==> config.mk <==
export PLATFORM = sky130hd
export DESIGN_NAME = fast_approx_float_sqrt
export DESIGN_NICKNAME = d
export VERILOG_FILES = /design/src/rtl/fas_pkg.sv /design/src/rtl/fast_approx_float_sqrt.sv
export SDC_FILE = /design/constraint.sdc
export NUM_CORES = 2
export LEC_CHECK = 0
export BUFFER_PORTS_ARGS = -buffer_cell sky130_fd_sc_hd__buf_2
export CORE_MARGIN = 2
export CORE_UTILIZATION = 45
export CTS_CLUSTER_SIZE = 14
export DETAILED_ROUTE_END_ITERATION = 8
export GPL_TIMING_DRIVEN = 0
export RECOVER_POWER = 50
export REMOVE_ABC_BUFFERS = 1
export SETUP_SLACK_MARGIN = 0.1
export SLEW_MARGIN = 20
export SYNTH_ARGS = -nofsm -noshare
export SYNTH_HDL_FRONTEND = slang
export SYNTH_SLANG_ARGS = --single-unit
==> constraint.sdc <==
create_clock -name clk -period 40.8 [get_ports clk]
set_clock_uncertainty 0.05 [all_clocks]
set_input_delay 6.12 -clock clk [delete_from_list [all_inputs] [get_ports clk]]
set_output_delay 6.12 -clock clk [all_outputs]
set_load 0.01 [all_outputs]
==> src/rtl/fas_pkg.sv <==
// Package for the approximate float square root block: constants and
// binary32 helper types. No dependencies.
package fas_pkg;
    localparam logic [31:0] SqrtGuessBias  = 32'h1FBC_F800;
    localparam logic [31:0] IsqrtGuessBias = 32'h5F37_59DF;
    localparam logic [31:0] CanonQnan      = 32'h7FC0_0000;

    // Unpacked operand: class flags, sign, unbiased exponent, significand.
    typedef struct packed {
        logic        is_nan;
        logic        is_inf;
        logic        is_zero;
        logic        sign;
        logic signed [10:0] exp;
        logic [23:0] man;
    } fas_unp_t;

    function automatic fas_unp_t fas_unpack(input logic [31:0] b);
        fas_unp_t u;
        u.sign    = b[31];
        u.is_nan  = (b[30:23] == 8'hFF) && (b[22:0] != 23'd0);
        u.is_inf  = (b[30:23] == 8'hFF) && (b[22:0] == 23'd0);
        u.is_zero = (b[30:0] == 31'd0);
        if (b[30:23] == 8'd0)
        begin
            u.exp = -11'sd126;
            u.man = {1'b0, b[22:0]};
        end
        else
        begin
            u.exp = $signed({3'b000, b[30:23]}) - 11'sd127;
            u.man = {1'b1, b[22:0]};
        end
        return u;
    endfunction

    // Round a value sign * mag * 2^(e - 26), mag < 2^27 with sticky in bit 0,
    // mag msb at position 26 (or below, already denormal-aligned).
    // Caller normalizes so that mag[26] is the leading bit when e >= -126.
    function automatic logic [31:0] fas_round(input logic s, input logic signed [11:0] e,
                                              input logic [26:0] m);
        logic [26:0] a;
        logic [4:0]  sh;
        logic        st;
        logic [24:0] r;
        logic [8:0]  be;
        logic        inc;
        a  = m;
        sh = 5'd0;
        if (e < -12'sd126)
        begin
            if (e < -12'sd152)
                sh = 5'd27;
            else
                sh = 5'(-12'sd126 - e);
        end
        st  = |(a & ((27'd1 << sh) - 27'd1));
        a   = (sh == 5'd27) ? 27'd0 : (a >> sh);
        a[0] = a[0] | st;
        inc = a[2] && (a[1] || a[0] || a[3]);
        r   = {1'b0, a[26:3]} + 25'(inc);
        if (e < -12'sd126)
            be = 9'(r[23]);
        else
            be = 9'(e + 12'sd127);
        if (r[24])
        begin
            r  = r >> 1;
            be = be + 9'd1;
        end
        if (e > 12'sd127 || be >= 9'd255)
            return {s, 8'hFF, 23'd0};
        return {s, be[7:0], r[22:0]};
    endfunction

    // Halves a binary32 value. Normal results only lose one from the exponent;
    // results that land in the subnormal range are shifted and rounded to
    // nearest even. Infinities and NaNs pass unchanged.
    function automatic logic [31:0] fas_half(input logic [31:0] b);
        logic [23:0] m;
        logic [23:0] r;
        m = {(b[30:23] != 8'd0), b[22:0]};
        r = {1'b0, m[23:1]} + 24'(m[0] & m[1]);
        if (b[30:23] == 8'hFF)
            return b;
        if (b[30:23] > 8'd1)
            return {b[31], b[30:23] - 8'd1, b[22:0]};
        return {b[31], 7'd0, r};
    endfunction
endpackage

==> src/rtl/fast_approx_float_sqrt.sv <==
// Top level of the approximate float square root: a six-stage pipeline.
// Depends on fas_pkg for constants and binary32 unpack/round helpers.
//
// The block takes one binary32 bit pattern a cycle and returns
// 0.5 * (g1 + x * g2), where g1 and g2 are the integer-derived square-root
// and inverse-square-root guesses. One request is
// accepted every cycle as long as the output side takes results. Stages: guess
// forming and unpacking, 24x24 multiply, product rounding, add alignment and
// sum, sum normalization and rounding, halving (which rounds again when the
// result falls into the subnormal range). A stall freezes all stages together,
// so the output register doubles as the skid point. NaN results come out as
// 0x7FC00000.
module fast_approx_float_sqrt (
    input  logic        clk,
    input  logic        rst_n,
    input  logic        s_tvalid,
    output logic        s_tready,
    input  logic [31:0] s_tdata,   // [31:0] value_bits
    output logic        m_tvalid,
    input  logic        m_tready,
    output logic [31:0] m_tdata    // [31:0] root_bits
);
    import fas_pkg::*;

    logic [5:0] vld_reg;
    logic       adv;
    assign adv      = !m_tvalid || m_tready;
    assign s_tready = adv;
    assign m_tvalid = vld_reg[5];

    // stage 1
    fas_unp_t   x1_reg, g21_reg;
    logic [31:0] g11_reg;
    // stage 2
    logic [47:0] p2_reg;
    logic        ps2_reg, pnan2_reg, pinf2_reg, pz2_reg;
    logic signed [11:0] pe2_reg;
    logic [31:0] g12_reg;
    // stage 3
    logic [31:0] pb3_reg, g13_reg;
    // stage 4
    logic        s4_reg, nan4_reg, inf4_reg, zero4_reg, zs4_reg;
    logic signed [11:0] e4_reg;
    logic [27:0] m4_reg;
    // stage 5
    logic [31:0] sum5_reg;
    // stage 6
    logic [31:0] out_reg;

    logic [31:0] half, g1b, g2b;
    always_comb
    begin
        half = {s_tdata[31], s_tdata[31:1]};
        g1b  = SqrtGuessBias + half;
        g2b  = IsqrtGuessBias - half;
    end

    // product normalization
    logic [47:0] pn;
    logic [5:0]  lz;
    logic [26:0] pm;
    logic signed [11:0] pe;
    always_comb
    begin
        lz = 6'd0;
        for (int i = 0; i < 48; i++)
            if (p2_reg[i])
                lz = 6'(47 - i);
        pn = p2_reg << lz;
        pm = {pn[47:22], |pn[21:0]};
        pe = pe2_reg - 12'(lz);
    end

    // addition
    fas_unp_t a, b, big, sml;
    logic [11:0] d;
    logic [27:0] bm, sm, sum;
    logic [52:0] ext;
    logic        eff_sub;
    always_comb
    begin
        a = fas_unpack(g13_reg);
        b = fas_unpack(pb3_reg);
        // For finite values the magnitude order is the order of the raw bits.
        if (g13_reg[30:0] >= pb3_reg[30:0])
        begin
            big = a; sml = b;
        end
        else
        begin
            big = b; sml = a;
        end
        d   = 12'(big.exp - sml.exp);
        bm  = {1'b0, big.man, 3'b000};
        ext = {1'b0, sml.man, 28'd0} >> ((d > 12'd40) ? 12'd40 : d);
        sm  = ext[52:25];
        sm[0] = sm[0] | (|ext[24:0]);
        eff_sub = big.sign ^ sml.sign;
        sum = eff_sub ? bm - sm : bm + sm;
    end

    // sum normalization
    logic [27:0] sn;
    logic [4:0]  sl;
    logic [26:0] sr;
    logic signed [11:0] se;
    always_comb
    begin
        sn = 28'd0;
        sl = 5'd0;
        for (int i = 0; i < 27; i++)
            if (m4_reg[i])
                sl = 5'(26 - i);
        if (m4_reg[27])
        begin
            sr = {m4_reg[27:2], |m4_reg[1:0]};
            se = e4_reg;
        end
        else
        begin
            sn = m4_reg << sl;
            se = e4_reg - 12'sd1 - 12'(sl);
            if (se < -12'sd127)
            begin
                sn = m4_reg << 5'(12'(sl) - (-12'sd127 - se));
                se = -12'sd127;
            end
            sr = {sn[26:1], sn[0]};
        end
    end

    always_ff @(posedge clk or negedge rst_n)
    begin
        if (!rst_n)
            vld_reg <= 6'd0;
        else if (adv)
            vld_reg <= {vld_reg[4:0], s_tvalid};
    end

    always_ff @(posedge clk)
    begin
        if (adv)
        begin
            x1_reg  <= fas_unpack(s_tdata);
            g21_reg <= fas_unpack(g2b);
            g11_reg <= g1b;

            p2_reg    <= x1_reg.man * g21_reg.man;
            ps2_reg   <= x1_reg.sign ^ g21_reg.sign;
            pnan2_reg <= x1_reg.is_nan || g21_reg.is_nan ||
                         (x1_reg.is_inf && g21_reg.is_zero) ||
                         (x1_reg.is_zero && g21_reg.is_inf);
            pinf2_reg <= x1_reg.is_inf || g21_reg.is_inf;
            pz2_reg   <= x1_reg.is_zero || g21_reg.is_zero;
            pe2_reg   <= 12'(x1_reg.exp) + 12'(g21_reg.exp) + 12'sd1;
            g12_reg   <= g11_reg;

            if (pnan2_reg)
                pb3_reg <= CanonQnan;
            else if (pinf2_reg)
                pb3_reg <= {ps2_reg, 8'hFF, 23'd0};
            else if (pz2_reg || p2_reg == 48'd0)
                pb3_reg <= {ps2_reg, 31'd0};
            else
                pb3_reg <= fas_round(ps2_reg, pe, pm);
            g13_reg <= g12_reg;

            nan4_reg  <= a.is_nan || b.is_nan ||
                         (a.is_inf && b.is_inf && (a.sign != b.sign));
            inf4_reg  <= a.is_inf || b.is_inf;
            s4_reg    <= a.is_inf ? a.sign : (b.is_inf ? b.sign : big.sign);
            zero4_reg <= (sum == 28'd0);
            zs4_reg   <= a.sign & b.sign;
            e4_reg    <= 12'(big.exp) + 12'sd1;
            m4_reg    <= sum;

            // The sum is rounded to binary32 on its own before it is halved.
            if (nan4_reg)
                sum5_reg <= CanonQnan;
            else if (inf4_reg)
                sum5_reg <= {s4_reg, 8'hFF, 23'd0};
            else if (zero4_reg)
                sum5_reg <= {zs4_reg, 31'd0};
            else
                sum5_reg <= fas_round(s4_reg, se, sr);

            out_reg <= fas_half(sum5_reg);
        end
    end

    assign m_tdata = out_reg;

    ap_stall_hold: assert property (@(posedge clk) disable iff (!rst_n)
        m_tvalid && !m_tready |=> $stable(vld_reg) && $stable(out_reg))
        else $error("pipeline moved during stall");
    ap_ready: assert property (@(posedge clk) disable iff (!rst_n)
        !m_tvalid |-> s_tready)
        else $error("ready low with empty output");
    ap_flow: assert property (@(posedge clk) disable iff (!rst_n)
        adv |=> vld_reg[1] == $past(vld_reg[0]))
        else $error("valid bit lost between stages");
endmodule

# After elaboration in Yosys (flattened, before gate mapping)
# Index checks and enable logic that the tools add are counted.
[word_totals]
output_inout_bits = 34
wordCells = 312
input_bits = 36
ff_bits = 381
[classes]
magnitude_cmp = 12
muxes = 152
n_reduce_logical = 57
mul = 1
add_sub_neg = 29
n_eq_ne = 8
n_bitwise = 9
n_shift = 8
[op_table]
columns = ["op", "count"]
rows = [
  ["$mux W32", 12],
  ["$mux W6", 48],
  ["$mux W5", 39],
  ["$mux W9", 20],
  ["$mux W27", 4],
  ["$logic_not A23 Y1", 4],
  ["$reduce_bool A23 Y1", 4],
  ["$mux W36", 2],
  ["$mux W35", 2],
  ["$logic_not A31 Y1", 2],
  ["$shl A28 B5 Y27", 2],
  ["$and A27 B27 Y27", 2],
  ["$reduce_or A27 Y1", 2],
  ["$shl A1 B5 Y27 const A", 2],
  ["$shr A27 B5 Y27", 2],
  ["$sub A27 B1 Y27 const B", 2],
  ["$shr A52 B12 Y53", 1],
  ["$add A24 B1 Y25", 2],
  ["$logic_not A48 Y1", 1],
  ["$mul A24 B24 Y48", 1],
  ["$mux W24", 2],
  ["$shl A48 B6 Y48", 1],
  ["$mux W23", 2],
  ["$eq A8 B8 Y1 const B", 5],
  ["other kinds (44)", 112],
]

# Depth between registers and ports, before layout
[depth]
depth_word = 86
depth_mapped = 53
mapped_depth_nobuf = 46

# Least setup slack after synthesis
# No wires, ideal clock.
[synth_path]
path_kind = "in2out"
start = "input port m_tready"
end = "output port s_tready"
path_stages = 2
arrival_ps = 16267
slack_ps = 18363
n_path_buf = 1
t_required_ps = 34630
path_cell_list = "nand2b_1 clkbuf_1"
[synth_via]
elab_chain_cells = 1
[synth_rtl]
columns = ["element", "line", "source"]
rows = [
  ["start: declaration", "fast_approx_float_sqrt.sv:20", "input logic m_tready,"],
  ["$logic_or A1 B1 Y1", "fast_approx_float_sqrt.sv:27", "assign adv = !m_tvalid || m_tready;"],
  ["end: declaration", "fast_approx_float_sqrt.sv:17", "output logic s_tready,"],
]
# No other way between the ends.

# Final worst setup path
# Same ends and word-level chain as after synthesis.

==> qor.csv <==
metric,value,unit
status,finished with violations,
violations,"capacitance limit, slew limit",
syn_avg_cell_area,8.285,µm²
fin_nets,7518,
period_share,0.4041,
worst_setup_path_start_kind,input port,
worstHoldStart,g12_reg[9]$_DFFE_PP_,
multi_input_area,41550,µm²
synth.distinct_cells,131,
placementRows,130,
regArea,11050,µm²
synth_area,56990,µm²
vias_per_cell,6.337,
htree_num_levels,2,
synth_compound_area_frac,0.1989,
syn_inst,6879,
rr_startpoint,pb3_reg[22]$_SDFFCE_PP1P_,
dieArea,129500,µm²
critical_path_class,in2out,
path_buf_inv,3,
grt_pass1_wl,306600,µm
fin_setup_tns,0,ns
slew_violations,232,
grt_remaining_overflow,0,
tightest_slew,3.040,ns
top_usage_layer,met2,
final_cell_mix,"nand2_1, inv_1, nor2_1",
start_util,0.4538,
worstReg2RegEnd,zero4_reg$_DFFE_PP_,
slowest_delay,1.99,ns
synth_top_family_by_area,adder cells,
fill_cells,12190,
layout_setup_ws,24.31,ns
met2_usage,0.4866,
yosys.area.top_type,edfxtp_1,
max_slew_margin,-1.027,
cts-resized-gates,0,
grt_pass1_vias,50940,
path_clk_slew,0.06,ns
synth-adder-area-share,0.2430,
final_common_cell,nand2_1,
io_buffers,69,
layout-drive-gt1-share,0.06160,
reg2reg_slack,25.77,ns
syn2layout_area_growth,6.446,%
cts_tree,built,
synth_ff_type,edfxtp_1,
post-route-min-period,16.49,ns
hp-class,reg2reg,
grtUsageTotal,0.2993,
wl_per_cell,23.66,µm
worstPathRequired,34.63,ns
synth_mux_area_frac,0.03961,
cts_buffers,45,
min_path_cells,0,
r2r_cells,44,
drt-total-wl,197700,µm
drc,0,
yosysSeqAreaShare,0.1939,
cap_violations,5,
arrival,10.32,ns
synth_seq_cells,369,
chipHeight,359.9,µm
synth_area_leaders,"edfxtp_1, fa_1, ha_1",
dp_slack,26.15,ns
num_io_pins,70,
cts_hold_buf,0,
async_flop_share,0.01626,
yosys_warnings,0,
cts_setup_buffers,0,
met1_usage,0.4051,
rsz0062_at_grt,false,
synth-xor-area-share,0.03842,
end_kind,output port,
gp_congestion,0.9576,
clkSinkCount,369,
fp.dieW,359.9,µm
cp_cell_sequence,"buf_2, nand2b_1, clkbuf_1, buf_2",
cts-root-buf,clkbuf_16,
antenna_found_initial,6,
use_met3,0.04021,
max_freq,60.65,MHz
core-area,125600,µm²
worstHoldEndpoint,g13_reg[9]$_DFFE_PP_,
slowest_stage,clkbuf_1,
setup_viol,0,
largest_reg_flops,48,
grt_max_degree,71,
drtPass1Iterations,6,
ant_nets,0,
crit_fanout,51,
clk_latency,0.63,ns
crit_family,buffers and inverters,
synth-simple-area-share,0.2042,
cpMostUsedCell,buf_2,
synth-edff-count,363,
num_vias,52970,
netlist.area_leader.share,0.1913,
cts.path.max_buffers,3,
place_hpwl,152000,µm
drt_iter0_markers,6338,
hold_violations,0,
logic make-up after synthesis:
group / count (synthesis)
simple gates: 2488
buf+inv: 1129
flops: 369
mux: 201
compound gates: 1628
xor+xnor: 250
fa+ha+maj: 814
worst max path at each step:
stage / cells after the start / slack [ns] / start / endpoint
finish: 4 / 24.31 / m_tready / s_tready
global route: 4 / 23.87 / m_tready / s_tready
CTS: 45 / 26.10 / m4_reg[2]$_DFFE_PP_ / sum5_reg[18]$_SDFFCE_PP0P_
detailed placement: 43 / 26.15 / m4_reg[2]$_DFFE_PP_ / sum5_reg[18]$_SDFFCE_PP0P_
global placement: 3 / 14.67 / m_tready / s_tready
floorplan: 1 / 19.64 / m_tready / s_tready
per-layer routing:
layer | wire, µm | vias up
met3 | 15320 | 509
met2 | 91910 | 2590
li1 | - | 23810
met4 | 8413 | 6
met1 | 82060 | 26060
met5 | 41 | -
cells in the mapped netlist, types with 63 or more instances:
cell	n
nand2_1	984
inv_1	698
nor2_1	512
fa_1	488
edfxtp_1	363
a21oi_1	351
ha_1	326
clkbuf_1	277
o21ai_0	269
and2_1	236
nor3_1	198
nand3_1	176
xnor2_1	160
a211oi_1	148
mux2i_1	146
o211ai_1	99
xor2_1	90
buf_2	70
o22ai_1	67
a31oi_1	66
nor4_1	63
worst reg2reg max path: cells and delay by family (launching register included):
family | cells | cell delay (ns)
AND/OR/NAND/NOR | 12 | 3.88
XOR/XNOR | 1 | 0.11
AO/OA/AOI/OAI | 23 | 6.80
flip-flops | 1 | 0.54
buffers and inverters | 4 | 1.34
adder cells (fa/ha/maj) | 4 | 2.11
area by class of cell:
type,instances,area share
clock buffer,56,0.01924
inverter,703,0.04362
sequential,369,0.1822
antenna,4,0.0001650
tap,1650,0.03403
multi-input combinational,5381,0.6850
timing repair buffer,168,0.03160
clock inverter,28,0.004187
metrics by stage:
step | cells | area, µm² | utilization | hold WS (ns)
floorplan | 6453 | 54960 | - | 0.3503
global placement | 8172 | 57370 | 0.4569 | 0.3519
detailed placement | 8266 | 59370 | 0.4728 | 0.3545
CTS | 8350 | 60790 | 0.4841 | 0.3201
global route | 8356 | 60660 | 0.4830 | 0.3429
finish | 8359 | 60660 | 0.4831 | 0.3256
Power is left out: the tool's default activity adds up to more than one toggle a clock period on the data nets, which glitch-free logic cannot reach.
